--- config.mk ---
export PLATFORM = sky130hd
export DESIGN_NAME = brew_phase_sequencer_core
export DESIGN_NICKNAME = d
export VERILOG_FILES = /design/src/sv/bps_pkg.sv /design/src/sv/bps_limit_mem.sv /design/src/sv/brew_phase_sequencer_core.sv
export SDC_FILE = /design/constraint.sdc
export NUM_CORES = 2
export LEC_CHECK = 0
export ABC_AREA = 1
export BUFFER_PORTS_ARGS = -buffer_cell sky130_fd_sc_hd__buf_2
export CAP_MARGIN = 40
export CORE_UTILIZATION = 43
export CTS_BUF_LIST = sky130_fd_sc_hd__clkbuf_2
export DETAILED_ROUTE_END_ITERATION = 10
export PLACE_DENSITY = 0.58
export SETUP_SLACK_MARGIN = 0.5
export SLEW_MARGIN = 20
export SYNTH_ARGS = -nofsm -noshare
export SYNTH_HDL_FRONTEND = slang
export SYNTH_SLANG_ARGS = --single-unit
--- constraint.sdc ---
create_clock -name clk -period 11.1 [get_ports clk]
set_clock_uncertainty 0.1 [all_clocks]
set_input_delay 2.22 -clock clk [delete_from_list [all_inputs] [get_ports clk]]
set_output_delay 2.22 -clock clk [all_outputs]
set_load 0.01 [all_outputs]
--- src/sv/bps_pkg.sv ---
package bps_pkg;

    localparam logic [1:0] KIND_TICK    = 2'd0;
    localparam logic [1:0] KIND_TABLE   = 2'd1;
    localparam logic [1:0] KIND_RESTART = 2'd2;

    localparam logic [2:0] FLD_TIME       = 3'd0;
    localparam logic [2:0] FLD_WEIGHT     = 3'd1;
    localparam logic [2:0] FLD_PRES_ABOVE = 3'd2;
    localparam logic [2:0] FLD_PRES_BELOW = 3'd3;
    localparam logic [2:0] FLD_WATER      = 3'd4;
    localparam logic [2:0] FLD_FLOW_ABOVE = 3'd5;
    localparam logic [2:0] FLD_FLOW_BELOW = 3'd6;

    localparam logic [1:0] CFG_PHASE_COUNT  = 2'd0;
    localparam logic [1:0] CFG_GLOBAL_WEIGHT = 2'd1;
    localparam logic [1:0] CFG_GLOBAL_TIME  = 2'd2;
    localparam logic [1:0] CFG_GLOBAL_WATER = 2'd3;

    // scale reading above 0.4 g selects scale flow
    localparam logic [15:0] FLOW_SRC_MIN = 16'd40;

    typedef struct packed {
        logic signed [31:0] time_lim;
        logic [15:0]        weight_lim;
        logic [15:0]        water_lim;
        logic [15:0]        pres_above;
        logic [15:0]        pres_below;
        logic [15:0]        flow_above;
        logic [15:0]        flow_below;
    } limits_t;

    typedef struct packed {
        logic        en;
        logic [2:0]  slot;
        logic [2:0]  field;
        logic [31:0] value;
    } tbl_wr_t;

    typedef enum logic [1:0] {
        ST_IDLE,
        ST_EVAL,
        ST_EMIT
    } state_t;

    function automatic logic [15:0] sat16(input logic signed [31:0] v);
        logic [15:0] r;
        if (v <= 32'sd0) begin
            r = 16'd0;
        end
        else if (v > 32'sd65535) begin
            r = 16'hFFFF;
        end
        else begin
            r = v[15:0];
        end
        return r;
    endfunction

endpackage

--- src/sv/bps_limit_mem.sv ---
module bps_limit_mem #(
    parameter int MAX_PHASES = 8,
    parameter int AW = 3
) (
    input  logic              clk,
    input  bps_pkg::tbl_wr_t  wr,
    input  logic              rd_en,
    input  logic [AW-1:0]     rd_addr,
    output bps_pkg::limits_t  rd_data
);

    bps_pkg::limits_t limit_mem [MAX_PHASES];
    bps_pkg::limits_t rd_data_reg;

    logic          wr_ok;
    logic [AW-1:0] wr_addr;
    logic [15:0]   wr_half;

    assign wr_ok   = wr.en && ({29'd0, wr.slot} < 32'(MAX_PHASES));
    assign wr_addr = AW'(wr.slot);
    assign wr_half = bps_pkg::sat16($signed(wr.value));

    always_ff @(posedge clk)
    begin
        if (wr_ok)
        begin
            case (wr.field)
                bps_pkg::FLD_TIME:       limit_mem[wr_addr].time_lim   <= $signed(wr.value);
                bps_pkg::FLD_WEIGHT:     limit_mem[wr_addr].weight_lim <= wr_half;
                bps_pkg::FLD_PRES_ABOVE: limit_mem[wr_addr].pres_above <= wr_half;
                bps_pkg::FLD_PRES_BELOW: limit_mem[wr_addr].pres_below <= wr_half;
                bps_pkg::FLD_WATER:      limit_mem[wr_addr].water_lim  <= wr_half;
                bps_pkg::FLD_FLOW_ABOVE: limit_mem[wr_addr].flow_above <= wr_half;
                bps_pkg::FLD_FLOW_BELOW: limit_mem[wr_addr].flow_below <= wr_half;
                default: ;
            endcase
        end
    end

    always_ff @(posedge clk)
    begin
        if (rd_en)
        begin
            rd_data_reg <= limit_mem[rd_addr];
        end
    end

    assign rd_data = rd_data_reg;

endmodule

--- src/sv/brew_phase_sequencer_core.sv ---
// channel   dir  handshake            payload
// in        in   in_valid/in_ready    kind, phase_slot, table_field, table_value, sensors
// out       out  out_valid/out_ready  phase_index, finished, time_in_phase
// cfg       in   cfg_write            cfg_index, cfg_data
//
// Tick item: evaluated phase by phase until no limit hits or the shot is finished, then emitted;
// one limit-table read per phase checked, one read port.
// Table write, restart and unknown items skip evaluation and go straight to emit.
// Async active-low reset; limit table is not cleared and must be loaded.
// Result sits in an output register; next item is taken while it waits.
module brew_phase_sequencer_core #(
    parameter int MAX_PHASES = 8
) (
    input  logic               clk,
    input  logic               rst_n,
    input  logic               in_valid,
    output logic               in_ready,
    input  logic [1:0]         kind,
    input  logic [2:0]         phase_slot,
    input  logic [2:0]         table_field,
    input  logic signed [31:0] table_value,
    input  logic [30:0]        time_in_shot,
    input  logic [15:0]        scale_weight,
    input  logic signed [15:0] weight_flow,
    input  logic signed [15:0] pump_flow,
    input  logic [15:0]        shot_weight,
    input  logic [10:0]        pressure,
    input  logic [15:0]        water_pumped,
    output logic               out_valid,
    input  logic               out_ready,
    output logic [2:0]         phase_index,
    output logic               finished,
    output logic [31:0]        time_in_phase,
    input  logic               cfg_write,
    input  logic [1:0]         cfg_index,
    input  logic [31:0]        cfg_data
);

    localparam int CW = $clog2(MAX_PHASES + 1);
    localparam int AW = (MAX_PHASES > 1) ? $clog2(MAX_PHASES) : 1;

    bps_pkg::state_t state_reg, state_next;

    logic [3:0]         phase_count_reg;
    logic [15:0]        gweight_reg;
    logic signed [31:0] gtime_reg;
    logic [15:0]        gwater_reg;

    logic [CW-1:0] cur_reg, cur_next;
    logic [30:0]   start_time_reg, start_time_next;
    logic [15:0]   start_water_reg, start_water_next;
    logic [31:0]   tip_reg, tip_next;

    logic [30:0]        t_reg;
    logic [15:0]        shot_reg;
    logic [10:0]        pres_reg;
    logic [15:0]        water_reg;
    logic signed [15:0] flow_reg;
    logic signed [15:0] pflow_reg;
    logic               gstop_reg;

    logic          out_valid_reg;
    logic [2:0]    phase_index_reg;
    logic          finished_reg;
    logic [31:0]   time_in_phase_reg;

    logic in_acc, accept_tick, eval_done, emit_load, rd_en;
    logic [CW-1:0] count, rd_phase;
    logic [AW-1:0] rd_addr;
    bps_pkg::tbl_wr_t tbl_wr;
    bps_pkg::limits_t lim;

    // effective phase count
    always_comb
    begin
        if (phase_count_reg == 4'd0)
        begin
            count = CW'(1);
        end
        else if ({28'd0, phase_count_reg} > 32'(MAX_PHASES))
        begin
            count = CW'(MAX_PHASES);
        end
        else
        begin
            count = CW'(phase_count_reg);
        end
    end

    assign in_acc      = in_valid && in_ready;
    assign accept_tick = in_acc && (kind == bps_pkg::KIND_TICK);

    // global stops from the incoming item
    logic signed [15:0] flow_in;
    logic signed [19:0] flow_in_w, shot_in2, gw2;
    logic               gstop_in;

    assign flow_in   = (scale_weight > bps_pkg::FLOW_SRC_MIN) ? weight_flow : pump_flow;
    assign flow_in_w = {{4{flow_in[15]}}, flow_in};
    assign shot_in2  = $signed({3'd0, shot_weight, 1'b0});
    assign gw2       = $signed({3'd0, gweight_reg, 1'b0});
    assign gstop_in  = ((gweight_reg != 16'd0) && (shot_in2 > gw2 - flow_in_w))
                    || ((gwater_reg != 16'd0) && (water_pumped > gwater_reg))
                    || (!gtime_reg[31] && ({1'b0, time_in_shot} >= gtime_reg[31:0]));

    // phase limit check against the table entry just read
    logic signed [32:0] dt, tl_w;
    logic signed [16:0] dw;
    logic signed [19:0] flow_w, shot2, wl2, dw2, wal2;
    logic               hit, cur_fin;

    assign dt     = $signed({2'd0, t_reg}) - $signed({2'd0, start_time_reg});
    assign tl_w   = $signed({lim.time_lim[31], lim.time_lim});
    assign dw     = $signed({1'b0, water_reg}) - $signed({1'b0, start_water_reg});
    assign flow_w = {{4{flow_reg[15]}}, flow_reg};
    assign shot2  = $signed({3'd0, shot_reg, 1'b0});
    assign wl2    = $signed({3'd0, lim.weight_lim, 1'b0});
    assign dw2    = {{2{dw[16]}}, dw, 1'b0};
    assign wal2   = $signed({3'd0, lim.water_lim, 1'b0});

    assign hit = (!lim.time_lim[31] && (dt >= tl_w))
              || ((lim.weight_lim != 16'd0) && (shot2 > wl2 - flow_w))
              || ((lim.pres_above != 16'd0) && ({5'd0, pres_reg} > lim.pres_above))
              || ((lim.pres_below != 16'd0) && ({5'd0, pres_reg} < lim.pres_below))
              || ((lim.water_lim != 16'd0) && (dw2 > wal2 - flow_w))
              || ((lim.flow_above != 16'd0)
                  && ($signed({pflow_reg[15], pflow_reg}) > $signed({1'b0, lim.flow_above})))
              || ((lim.flow_below != 16'd0)
                  && ($signed({pflow_reg[15], pflow_reg}) < $signed({1'b0, lim.flow_below})));

    assign cur_fin   = (cur_reg >= count) || gstop_reg;
    assign eval_done = cur_fin || !hit;

    // next state
    always_comb
    begin
        state_next = state_reg;
        case (state_reg)
            bps_pkg::ST_IDLE:
            begin
                if (in_acc)
                begin
                    state_next = (kind == bps_pkg::KIND_TICK) ? bps_pkg::ST_EVAL
                                                              : bps_pkg::ST_EMIT;
                end
            end
            bps_pkg::ST_EVAL:
            begin
                if (eval_done)
                begin
                    state_next = bps_pkg::ST_EMIT;
                end
            end
            bps_pkg::ST_EMIT:
            begin
                if (!out_valid_reg || out_ready)
                begin
                    state_next = bps_pkg::ST_IDLE;
                end
            end
            default: state_next = bps_pkg::ST_IDLE;
        endcase
    end

    // control outputs
    always_comb
    begin
        in_ready  = 1'b0;
        emit_load = 1'b0;
        rd_en     = 1'b0;
        rd_phase  = cur_reg;
        case (state_reg)
            bps_pkg::ST_IDLE:
            begin
                in_ready = 1'b1;
                rd_en    = accept_tick;
            end
            bps_pkg::ST_EVAL:
            begin
                rd_en    = !eval_done;
                rd_phase = cur_reg + CW'(1);
            end
            bps_pkg::ST_EMIT:
            begin
                emit_load = !out_valid_reg || out_ready;
            end
            default: ;
        endcase
    end

    assign rd_addr = ({{(32 - CW){1'b0}}, rd_phase} < 32'(MAX_PHASES)) ? AW'(rd_phase)
                                                                       : '0;

    assign tbl_wr.en    = in_acc && (kind == bps_pkg::KIND_TABLE);
    assign tbl_wr.slot  = phase_slot;
    assign tbl_wr.field = table_field;
    assign tbl_wr.value = table_value;

    bps_limit_mem #(
        .MAX_PHASES (MAX_PHASES),
        .AW         (AW)
    ) u_mem (
        .clk     (clk),
        .wr      (tbl_wr),
        .rd_en   (rd_en),
        .rd_addr (rd_addr),
        .rd_data (lim)
    );

    // phase state updates
    always_comb
    begin
        cur_next         = cur_reg;
        start_time_next  = start_time_reg;
        start_water_next = start_water_reg;
        tip_next         = tip_reg;
        if (state_reg == bps_pkg::ST_IDLE && in_acc)
        begin
            tip_next = 32'd0;
            if (kind == bps_pkg::KIND_RESTART)
            begin
                cur_next         = '0;
                start_time_next  = '0;
                start_water_next = '0;
            end
        end
        else if (state_reg == bps_pkg::ST_EVAL)
        begin
            if (cur_fin)
            begin
                cur_next = count;
                tip_next = {1'b0, t_reg} - {1'b0, start_time_reg};
            end
            else if (!hit)
            begin
                tip_next = {1'b0, t_reg} - {1'b0, start_time_reg};
            end
            else
            begin
                cur_next         = cur_reg + CW'(1);
                start_time_next  = t_reg;
                start_water_next = water_reg;
            end
        end
    end

    always_ff @(posedge clk or negedge rst_n)
    begin
        if (!rst_n)
        begin
            state_reg       <= bps_pkg::ST_IDLE;
            phase_count_reg <= 4'd1;
            gweight_reg     <= 16'd0;
            gtime_reg       <= -32'sd1;
            gwater_reg      <= 16'd0;
            cur_reg         <= '0;
            start_time_reg  <= '0;
            start_water_reg <= '0;
            out_valid_reg   <= 1'b0;
        end
        else
        begin
            state_reg       <= state_next;
            cur_reg         <= cur_next;
            start_time_reg  <= start_time_next;
            start_water_reg <= start_water_next;
            if (cfg_write)
            begin
                case (cfg_index)
                    bps_pkg::CFG_PHASE_COUNT:   phase_count_reg <= cfg_data[3:0];
                    bps_pkg::CFG_GLOBAL_WEIGHT: gweight_reg     <= cfg_data[15:0];
                    bps_pkg::CFG_GLOBAL_TIME:   gtime_reg       <= $signed(cfg_data);
                    bps_pkg::CFG_GLOBAL_WATER:  gwater_reg      <= cfg_data[15:0];
                    default: ;
                endcase
            end
            if (emit_load)
            begin
                out_valid_reg <= 1'b1;
            end
            else if (out_ready)
            begin
                out_valid_reg <= 1'b0;
            end
        end
    end

    logic          fin_now;
    logic [CW-1:0] idx_now;

    assign fin_now = cur_reg >= count;
    assign idx_now = fin_now ? count - CW'(1) : cur_reg;

    always_ff @(posedge clk)
    begin
        tip_reg <= tip_next;
        if (accept_tick)
        begin
            t_reg     <= time_in_shot;
            shot_reg  <= shot_weight;
            pres_reg  <= pressure;
            water_reg <= water_pumped;
            flow_reg  <= flow_in;
            pflow_reg <= pump_flow;
            gstop_reg <= gstop_in;
        end
        if (emit_load)
        begin
            phase_index_reg   <= 3'(idx_now);
            finished_reg      <= fin_now;
            time_in_phase_reg <= tip_reg;
        end
    end

    assign out_valid     = out_valid_reg;
    assign phase_index   = phase_index_reg;
    assign finished      = finished_reg;
    assign time_in_phase = time_in_phase_reg;

endmodule
==> key figures <==
CTS
  – Clk sinks: 1449
  – CTS tree: built
  – Num CTS Buffers: 384
  – Hold Buf Count CTS: 0
  – Clock root cell: clkbuf_2
  – CTS resizes: 0
  – Reg clk slew, reported paths: 120 ps
  – H-Tree Level Count: 5
  – Post-CTS setup buffer count: 0
  – CTS max path bufs: 4
  – Clk Latency, worst-skew pair: 1710 ps

Yosys
  – Area leader, netlist: edfxtp_1
  – Top_reg_cell synth: edfxtp_1
  – Post-Syn Nets: 6061
  – Post-synth top area share: 60.2%
  – Mean area per synthesized cell: 11.6 um2
  – Top post-synthesis cells by area: edfxtp_1 60%, nand2_1 6.2%, ha_1 5.5%, dfrtp_1 3.4%, nor2_1 3.0%
  – Number of flops mapped to enable cells by yosys: 1295
  – Ys async rst share: 8.42%
  – Ys Warns: 0
  – Cells after synthesis: 5570
  – Register area share after synthesis: 66.0%
  – Seq cells post-synth: 1449
  – Post-synth top cells: 1295 x edfxtp_1, 1068 x nand2_1, 516 x nor2_1
  – Most numerous cell in the Yosys netlist: edfxtp_1
  – Synth unique cells: 56
  – Mapped Area: 64600 um2

Timing
  – Hold slack: 321 ps
  – Max Clk Rate: 160 MHz
  – Post-route setup TNS: 0 ps
  – Endpoints failing setup: 0
  – Least-Margin Pin Slew: 1170 ps
  – Tmin final: 6230 ps
  – Max-slew violation count: 0
  – Final Hold Vio Count: 0
  – RSZ-0062 raised after global routing: no
  – Setup WS post-layout: 4870 ps
  – Tcrit/Tclk final: 56.2%
  – Slew margin rel.: 22.3%

Floorplanning
  – Die width: 390 um
  – Starting Density: 43.5%
  – Core area: 148000 um2
  – Total die area: 152000 um2
  – Rows: 141
  – Height of the die: 390 um
  – IO Count: 239

Layout
  – Area of the multi-input gates: 19500 um2
  – Final cell count without fillers: 8332
  – Max reg flops: 1024
  – Area Growth Syn to Fin: 11.4%
  – Filler Cell Count: 13600
  – Nets: 6555
  – FF+latch area: 42600 um2
  – Layout cell share with drive strength beyond 1: 16.1%
  – Util after Layout: 48.5%

Setup path
  – Critical Path Start Type: flip-flop
  – CP Capture Type: flip-flop
  – CP required: 12270 ps
  – Worst-path maximum fanout: 49
  – Worst endpoint data arrival time: 7410 ps
  – CP Class: flip-flop to flip-flop

Place
  – Placement Setup Slack: 3820 ps
  – Final HPWL DP: 107000 um
  – Port Buffers: 238
  – Final Wtd Congestion: 0.881
  – Post-Place Cells: 7675

GRT
  – First-pass GRT wire length: 261000 um
  – Number of global-route vias before repair: 43300
  – GRT overflow: 0
  – Initial antenna violation count: 22
  – Largest net degree at the start of global routing: 221
  – GRT Total Usage: 22.8%

Detailed routing
  – Drt first pass iters: 6
  – DR DRC count: 0
  – Final ANT Viol Nets: 0
  – Met2 WL post-DR: 80700 um
  – Top Metal Used: met5
  – Overall routed net length: 175000 um
  – Total number of vias: 44400
  – Routed len/inst: 21.0 um
  – Via density: 5.32
  – WL met3: 12000 um
  – Met1 WL: 77100 um
  – Iter 0 DRT Violations: 3181

Outcome
  – Status: finished clean

Power
  – Pwr/cell area: 217 nW/um2
  – Peak supply drop: 0.209 mV
  – Pleak: 27.8 nW

Job
  – Max-Cap Viols: 0

Worst hold path
  – Hold Crit Class: primary input to async pin
-- area by class of cell --
| type | instances | share of cell area [%] |
|---|---|---|
| multi-input cells | 3447 | 27.1 |
| flip-flops and latches | 1449 | 59.2 |
| inverters | 425 | 2.24 |
| repair buffers | 357 | 3.43 |
| diodes | 15 | 0.0522 |
| clock buffers | 543 | 3.78 |
| clock inverters | 94 | 0.697 |
| well taps | 2002 | 3.48 |
-- logic make-up after synthesis --
family	Yosys count	synth area share, %
adder cells (fa/ha/maj)	290	5.68
AO/OA/AOI/OAI	962	8.74
multiplexers	1	0.0174
buffers and inverters	674	4.21
XOR/XNOR	90	1.23
AND/OR/NAND/NOR	2104	14.1
flip-flops	1449	66.0
-- final timing paths --
check | to | slack (ps) | from | cells after the start
min in group clk | time_in_phase[21] | 340 | tip_reg[21] | 0
hold / removal | start_time_reg[23] | 320 | rst_n | 1
hold reg to reg | time_in_phase[21] | 340 | tip_reg[21] | 0
setup / recovery | u_mem.rd_data[44] | 4870 | flow_reg[0] | 26
max in group asynchronous | phase_count_reg[1] | 8940 | rst_n | 4
setup reg to reg | u_mem.rd_data[44] | 4870 | flow_reg[0] | 26
-- placed cells by master, fill, tap and decap left out, types with 9 or more instances in the layout --
cell type	instances
edfxtp_1	1295
buf_16	10
buf_2	238
a21oi_1	355
nand3_1	216
buf_4	90
dfrtp_1	89
a211oi_1	9
nand4_1	84
dfstp_2	33
clkinv_2	14
o21ai_0	270
nor4_1	39
inv_2	13
buf_12	10
dfxtp_1	32
a31oi_1	140
inv_1	413
nand2_1	1067
clkbuf_2	543
xor2_1	61
ha_1	285
xnor2_1	28
nor2_1	485
diode_2	15
nor2_4	29
o21ai_1	9
nand3b_1	143
o221ai_1	133
nor3_1	19
clkinv_1	72
-- power by group --
group	internal, W	switching [W]	leakage, nW
combinational	0.00175	0.00372	11.9
clock	0.00141	0.00215	2.51
sequential	0.00643	0.000181	13.5
total	0.00960	0.00605	27.8
-- stage by stage --
step	power, W	instance area [um2]
2_1_floorplan	0.0104	64600
3_3_place_gp	0.0120	68200
3_5_place_dp	0.0122	68600
4_1_cts	0.0158	71800
5_1_grt	0.0167	71900
6_report	0.0156	72000
-- worst max-delay path: stages, from the launching register on --
cell,delay (ps)
edfxtp_1,580
fa_1,480
o21ai_1,280
a21oi_1,170
o21ai_1,250
a21boi_0,190
o21ai_1,230
a21boi_0,170
o21bai_1,180
xor2_1,90
ha_1,340
nand2_1,100
nor2_1,160
nand2_1,90
nor2_1,110
nand2_1,70
nand4_1,90
nand2_1,50
nor2_1,150
nor2_1,140
nand4_2,180
nand3_1,220
o21ai_4,140
buf_4,440
buf_16,290
buf_4,230
buf_16,260
-- metal layers --
layer / up-vias / GRT usage [%]
met5: - / 0
met4: 12 / 9.09
met3: 341 / 4.41
met2: 1436 / 35.5
met1: 21500 / 31.3
li1: 21100 / -
Power figures use the tool's default switching activity.
